File: src/rtl/core/c8_pkg.sv
// ----------------------------------------------------------------------------
// c8_pkg: shared types and constants
// Request payloads, command codes, status codes and controller states.
// ----------------------------------------------------------------------------
package c8_pkg;

    localparam int unsigned STACK_DEPTH = 16;
    localparam int unsigned SP_W        = $clog2(STACK_DEPTH + 1);
    localparam int unsigned STK_AW      = $clog2(STACK_DEPTH);
    localparam logic [7:0]  LFSR_TAPS   = 8'hB8;

    typedef enum logic [1:0] {
        CMD_LOAD    = 2'd0,
        CMD_EXEC    = 2'd1,
        CMD_READ    = 2'd2,
        CMD_RESTART = 2'd3
    } t_cmd;

    typedef enum logic [1:0] {
        ST_OK        = 2'd0,
        ST_OVERFLOW  = 2'd1,
        ST_UNDERFLOW = 2'd2,
        ST_BAD_OP    = 2'd3
    } t_status;

    typedef struct packed {
        logic [1:0]  cmd;
        logic [11:0] load_address;
        logic [7:0]  load_data;
        logic [4:0]  row_select;
    } t_in;

    typedef struct packed {
        logic [11:0] pc_value;
        logic [11:0] index_value;
        logic [7:0]  flag_value;
        logic [63:0] screen_row_bits;
        logic [1:0]  status;
    } t_out;

    typedef enum logic [4:0] {
        S_INIT, S_INIT_CLR,
        S_IDLE, S_F0, S_F1, S_F2, S_DEC, S_CLR,
        S_DR_RD, S_DR_WAIT, S_DR_FB, S_DR_WR,
        S_BCD, S_ST_RD, S_ST_WR, S_LD_RD, S_LD_WAIT, S_LD_WR,
        S_RET_RD, S_RET_WAIT, S_RD_FB, S_RD_WAIT, S_DONE
    } t_state;

    // Commands from the controller to the datapath.
    typedef struct packed {
        logic capture;    // Latch the request.
        logic do_load;    // Store the load byte.
        logic do_restart;
        logic mem_rd_pc;  // Read memory at PC (lo=0) or PC+1 (lo=1).
        logic mem_rd_lo;
        logic lat_hi;     // Latch opcode high byte.
        logic lat_lo;
        logic exec_simple;
        logic clr_start;
        logic clr_step;
        logic dr_start;
        logic dr_rd;      // Read sprite byte.
        logic dr_fb;      // Read frame buffer row.
        logic dr_wr;      // XOR and write row.
        logic bcd_step;
        logic blk_start;
        logic st_rd;
        logic st_wr;
        logic ld_rd;
        logic ld_wr;
        logic ret_rd;
        logic ret_fin;
        logic row_rd;
        logic row_fin;
        logic out_load;
    } t_ctl;

    // Status from the datapath to the controller.
    typedef struct packed {
        logic [1:0] cmd;
        logic [3:0] op_hi;
        logic       is_cls;
        logic       is_ret;
        logic       ret_empty;
        logic       is_draw;
        logic       is_bcd;
        logic       is_store;
        logic       is_loadblk;
        logic       last;    // Current walk ends after this step.
    } t_sts;

endpackage

File: src/rtl/core/c8_ctrl.sv
// ----------------------------------------------------------------------------
// c8_ctrl: command sequencer
// Steps execute requests through fetch, decode and multi-step operations; load, read and restart take shorter paths.
// ----------------------------------------------------------------------------
module c8_ctrl import c8_pkg::*; (
    input  logic i_clk,
    input  logic i_rst_n,
    input  logic i_valid,
    input  logic i_out_busy,
    input  t_sts i_sts,
    output logic o_stall,
    output t_ctl o_ctl
);

    t_state r_state, n_state;

    always_ff @(posedge i_clk) begin
        if (!i_rst_n) r_state <= S_INIT;
        else          r_state <= n_state;
    end

    always_comb begin
        n_state = r_state;
        o_ctl   = '0;
        o_stall = (r_state != S_IDLE);
        case (r_state)
            S_INIT: begin
                o_ctl.clr_start = 1'b1;
                n_state = S_INIT_CLR;
            end
            S_INIT_CLR: begin
                o_ctl.clr_step = 1'b1;
                if (i_sts.last) n_state = S_IDLE;
            end
            S_IDLE: begin
                if (i_valid) begin
                    o_ctl.capture = 1'b1;
                    n_state = S_F0;
                end
            end
            S_F0: begin
                case (i_sts.cmd)
                    CMD_LOAD: begin
                        o_ctl.do_load = 1'b1;
                        n_state = S_DONE;
                    end
                    CMD_RESTART: begin
                        o_ctl.do_restart = 1'b1;
                        o_ctl.clr_start  = 1'b1;
                        n_state = S_CLR;
                    end
                    CMD_READ: n_state = S_RD_FB;
                    default: begin
                        o_ctl.mem_rd_pc = 1'b1;
                        n_state = S_F1;
                    end
                endcase
            end
            S_F1: begin
                o_ctl.mem_rd_pc = 1'b1;
                o_ctl.mem_rd_lo = 1'b1;
                o_ctl.lat_hi    = 1'b1;
                n_state = S_F2;
            end
            S_F2: begin
                o_ctl.lat_lo = 1'b1;
                n_state = S_DEC;
            end
            S_DEC: begin
                o_ctl.exec_simple = 1'b1;
                n_state = S_DONE;
                if (i_sts.is_cls) begin
                    o_ctl.clr_start = 1'b1;
                    n_state = S_CLR;
                end else if (i_sts.is_ret && !i_sts.ret_empty) begin
                    o_ctl.ret_rd = 1'b1;
                    n_state = S_RET_WAIT;
                end else if (i_sts.is_draw) begin
                    o_ctl.dr_start = 1'b1;
                    n_state = i_sts.last ? S_DONE : S_DR_RD;
                end else if (i_sts.is_bcd) begin
                    o_ctl.blk_start = 1'b1;
                    n_state = S_BCD;
                end else if (i_sts.is_store) begin
                    o_ctl.blk_start = 1'b1;
                    n_state = S_ST_RD;
                end else if (i_sts.is_loadblk) begin
                    o_ctl.blk_start = 1'b1;
                    n_state = S_LD_RD;
                end
            end
            S_CLR: begin
                o_ctl.clr_step = 1'b1;
                if (i_sts.last) n_state = S_DONE;
            end
            S_RET_WAIT: begin
                o_ctl.ret_fin = 1'b1;
                n_state = S_DONE;
            end
            S_DR_RD: begin
                o_ctl.dr_rd = 1'b1;
                n_state = S_DR_WAIT;
            end
            S_DR_WAIT: begin
                o_ctl.dr_fb = 1'b1;
                n_state = S_DR_FB;
            end
            S_DR_FB: n_state = S_DR_WR;
            S_DR_WR: begin
                o_ctl.dr_wr = 1'b1;
                n_state = i_sts.last ? S_DONE : S_DR_RD;
            end
            S_BCD: begin
                o_ctl.bcd_step = 1'b1;
                if (i_sts.last) n_state = S_DONE;
            end
            S_ST_RD: begin
                o_ctl.st_rd = 1'b1;
                n_state = S_ST_WR;
            end
            S_ST_WR: begin
                o_ctl.st_wr = 1'b1;
                n_state = i_sts.last ? S_DONE : S_ST_RD;
            end
            S_LD_RD: begin
                o_ctl.ld_rd = 1'b1;
                n_state = S_LD_WAIT;
            end
            S_LD_WAIT: n_state = S_LD_WR;
            S_LD_WR: begin
                o_ctl.ld_wr = 1'b1;
                n_state = i_sts.last ? S_DONE : S_LD_RD;
            end
            S_RD_FB: begin
                o_ctl.row_rd = 1'b1;
                n_state = S_RD_WAIT;
            end
            S_RD_WAIT: begin
                o_ctl.row_fin = 1'b1;
                n_state = S_DONE;
            end
            S_DONE: begin
                if (!i_out_busy) begin
                    o_ctl.out_load = 1'b1;
                    n_state = S_IDLE;
                end
            end
            default: n_state = S_IDLE;
        endcase
    end

endmodule

File: config.mk
export PLATFORM = sky130hd
export DESIGN_NAME = c8_ctrl
export DESIGN_NICKNAME = d
export VERILOG_FILES = /design/src/rtl/core/c8_pkg.sv /design/src/rtl/core/c8_ctrl.sv
export SDC_FILE = /design/constraint.sdc
export NUM_CORES = 1
export LEC_CHECK = 0
export BUFFER_PORTS_ARGS = -buffer_cell sky130_fd_sc_hd__buf_4
export CORE_UTILIZATION = 40
export DETAILED_ROUTE_END_ITERATION = 7
export GPL_TIMING_DRIVEN = 0
export PLACE_DENSITY = 0.75
export SETUP_SLACK_MARGIN = 0.3
export SYNTH_ARGS = -nofsm -noshare
export SYNTH_HDL_FRONTEND = slang
export SYNTH_SLANG_ARGS = --single-unit
export TNS_END_PERCENT = 1
File: constraint.sdc
create_clock -name i_clk -period 1.3 [get_ports i_clk]
set_input_delay 0.13 -clock i_clk [delete_from_list [all_inputs] [get_ports i_clk]]
set_output_delay 0.13 -clock i_clk [all_outputs]
set_load 0.1 [all_outputs]
==> results.py <==
metrics = {
    "run_status": {
        "outcome": "complete, but fails checks",
        "failed_checks": "setup timing",
    },
    "hold_path": {
        "hold_path.class": "in -> reg",
    },
    "synthesis": {
        "synth_warnings": 0,
        "synth_area_um2": 1020,
        "synth_cell_type_count": 52,
        "synthCells": 147,
        "seq_area_frac_synth_pct": 9.77,
        "syn_avg_cell_area_um2": 6.97,
        "syn_nets": 170,
        "yosysTopAreaCell": "dfxtp_1",
        "ys_seq_elements": 5,
        "synth_edf_count": 0,
        "ys_top_cells_by_count": "22 x nor2_1, 9 x inv_1, 8 x nand2_1, 7 x a21oi_1, 6 x and3_1",
        "yosysMostFrequentCell": "nor2_1",
        "synth_top_area_share_pct": 9.77,
        "synth_ff_type": "dfxtp_1",
        "netlist_top_cells_area": "dfxtp_1 9.8%, nor2_1 8.1%, ha_1 6.1%",
        "synth_async_sr_flop_share_pct": 0,
    },
    "place": {
        "place_congestion": 0.868,
        "dpl_cell_area_um2": 1500,
        "dpl.hpwl_um": 2470,
        "io_buffers": 38,
    },
    "critical_path": {
        "critPathRequiredTime_ns": 1.17,
        "criticalPathCategory": "reg -> out",
        "path_max_fanout": 6,
        "cp-end-kind": "output pin",
        "start_kind": "flop",
        "cp.arrival_ns": 1.77,
    },
    "routing": {
        "ant_nets": 0,
        "num_vias": 1412,
        "wl_per_cell_um": 20.5,
        "viasPerCell": 6.39,
        "route.detailed.drc": 0,
        "dr.pass1.iters": 5,
        "drtIter0Drc": 69,
        "top_layer_used": "met4",
        "met3_length_um": 477,
        "routed_wl_um": 4540,
        "wl_met1_um": 1700,
        "dr_wl_met2_um": 2200,
    },
    "clock_tree": {
        "clock_sinks": 5,
        "clkTransAtPathRegs_ns": 0.05,
        "cts-root-buf": "clkbuf_4",
        "clk_path_buf_depth": 2,
        "clk-insertion-delay-late_ns": 0.25,
        "htreeDepth": 1,
        "cts_tree": "done",
        "numCtsBuffers": 3,
    },
    "layout": {
        "nets": 217,
        "antenna_cells": 0,
        "n_fill_cell": 112,
        "syn2layout_area_growth_pct": 97.7,
        "top_register": "r_state",
        "largestRegisters": "r_state: 5 flops",
        "drive_gt1_share_pct": 56.5,
        "fin_area_um2": 2030,
        "largest_reg_flops": 5,
    },
    "die": {
        "std_cell_rows": 17,
        "die_h_um": 52.6,
        "core_area_um2": 2320,
        "die_area_um2": 2770,
        "fp.dieW_um": 52.6,
        "start_util_pct": 44.2,
        "pin_count": 44,
    },
    "global_route": {
        "antenna_found_initial": 0,
        "grt_pass1_vias": 1340,
        "grt_max_degree": 11,
        "overflow": 0,
        "grt_first_pass_wirelength_um": 6320,
        "grt_use_total_pct": 31.3,
    },
    "pwr": {
        "ir_worst_vdd_v": 0.00152,
        "power.leakage_nw": 0.794,
        "powerDensity_nw_per_um2": 1570,
    },
    "sta": {
        "hold_viol": 0,
        "maxSlewHeadroom_pct": 62.0,
        "finalClockSkew_ns": 0.00583,
        "rsz0062_at_grt": "true",
        "worst_slack_ns": -0.596,
        "tightest_slew_ns": 0.563,
        "fmax_mhz": 527,
        "setup_viol": 31,
        "post-route-period-util_pct": 146,
        "finalCriticalPeriod_ns": 1.90,
        "holdWs_ns": 0.138,
        "drv_slew": 0,
    },
    "run": {
        "maxCapViolCount": 0,
    },
}
[path summary, 6_finish.rpt]
| check | slack, ns | startpoint | cells after the start | end |
|---|---|---|---|---|
| worst min register to register | 0.74 | r_state[4]$_SDFFE_PN0P_ | 4 | r_state[1]$_SDFFE_PN0P_ |
| worst min-delay path | 0.14 | i_rst_n | 2 | r_state[3]$_SDFFE_PN0P_ |
| worst max register to register | -0.49 | r_state[4]$_SDFFE_PN0P_ | 8 | r_state[0]$_SDFFE_PN0P_ |
| worst max-delay path | -0.60 | r_state[4]$_SDFFE_PN0P_ | 6 | o_ctl[24] |
[per-layer routing]
metal	up-vias	global-route usage, %
met3	21	5.51
li1	629	-
met4	0	9.21
met1	647	36.5
met5	-	0
met2	115	57.2
[critical path: stages (launching register included)]
cell and delay, ns:
dfxtp_2 0.32, buf_6 0.12, or2_4 0.24, buf_12 0.12, or3_4 0.41, nor2_4 0.12
buf_12 0.18
[report_power, final]
group | internal [mW] | switching, mW
sequential | 0.206 | 0.0490
clock | 0.117 | 0.0708
combinational | 1.01 | 1.72
[metrics by stage]
stage	util (%)	cells	total power [mW]	setup slack (ns)	setup TNS [ns]
2_1_floorplan	-	147	1.92	-0.696	-13.84
3_3_place_gp	64.5	213	2.29	-0.591	-9.38
3_5_place_dp	64.5	213	2.31	-0.622	-9.93
4_1_cts	83.7	221	2.88	-0.557	-11.22
5_1_grt	87.4	221	3.29	-0.623	-13.06
6_report	87.4	221	3.17	-0.596	-11.64
[placed cells by master (no fill, tap or decap), drive strengths merged, types with 2 or more instances in the layout]
cell	Yosys	final
a211oi	4	4
a21oi	7	7
a22oi	2	2
a31oi	3	3
and3	6	6
and4b	2	2
buf	11	54
clkbuf	3	6
dfxtp	5	5
ha	5	5
inv	11	11
nand2	8	8
nand2b	5	5
nand3	4	4
nor2	22	22
nor3	8	8
nor4	3	3
o21a	2	2
o21ai	7	7
o22ai	2	2
o311ai	3	3
o31ai	2	2
or3	2	2
[cell type report]
type / instances / area [µm²] / share of cell area (%)
multi-input cells: 117 / 1020 / 50.2
repair buffers: 42 / 601 / 29.6
plain buffers: 14 / 188 / 9.26
flip-flops and latches: 5 / 109 / 5.37
inverters: 11 / 51.3 / 2.53
well taps: 28 / 35.0 / 1.73
clock buffers: 4 / 26.3 / 1.30
[what timing repair did]
item,4_1_cts,5_1_grt
pin swaps,5,6
resized for setup,95,23
endpoints found under the setup margin,31,31
setup buffers,4,0
hold buffers,0,0
cloned,0,0
[cells by family (layout without fill, tap and decap cells)]
kind of cell | Yosys count | in the layout | synth area share (%)
adders and majority gates | 5 | 5 | 6.11
muxes | 1 | 1 | 0.977
buffers and inverters | 25 | 71 | 14.7
and+or+nand+nor | 71 | 71 | 41.4
AOI/OAI and AO/OA | 39 | 39 | 26.3
DFF | 5 | 5 | 9.77
xor gates and xnor gates | 1 | 1 | 0.855
Power figures use the tool's default switching activity.
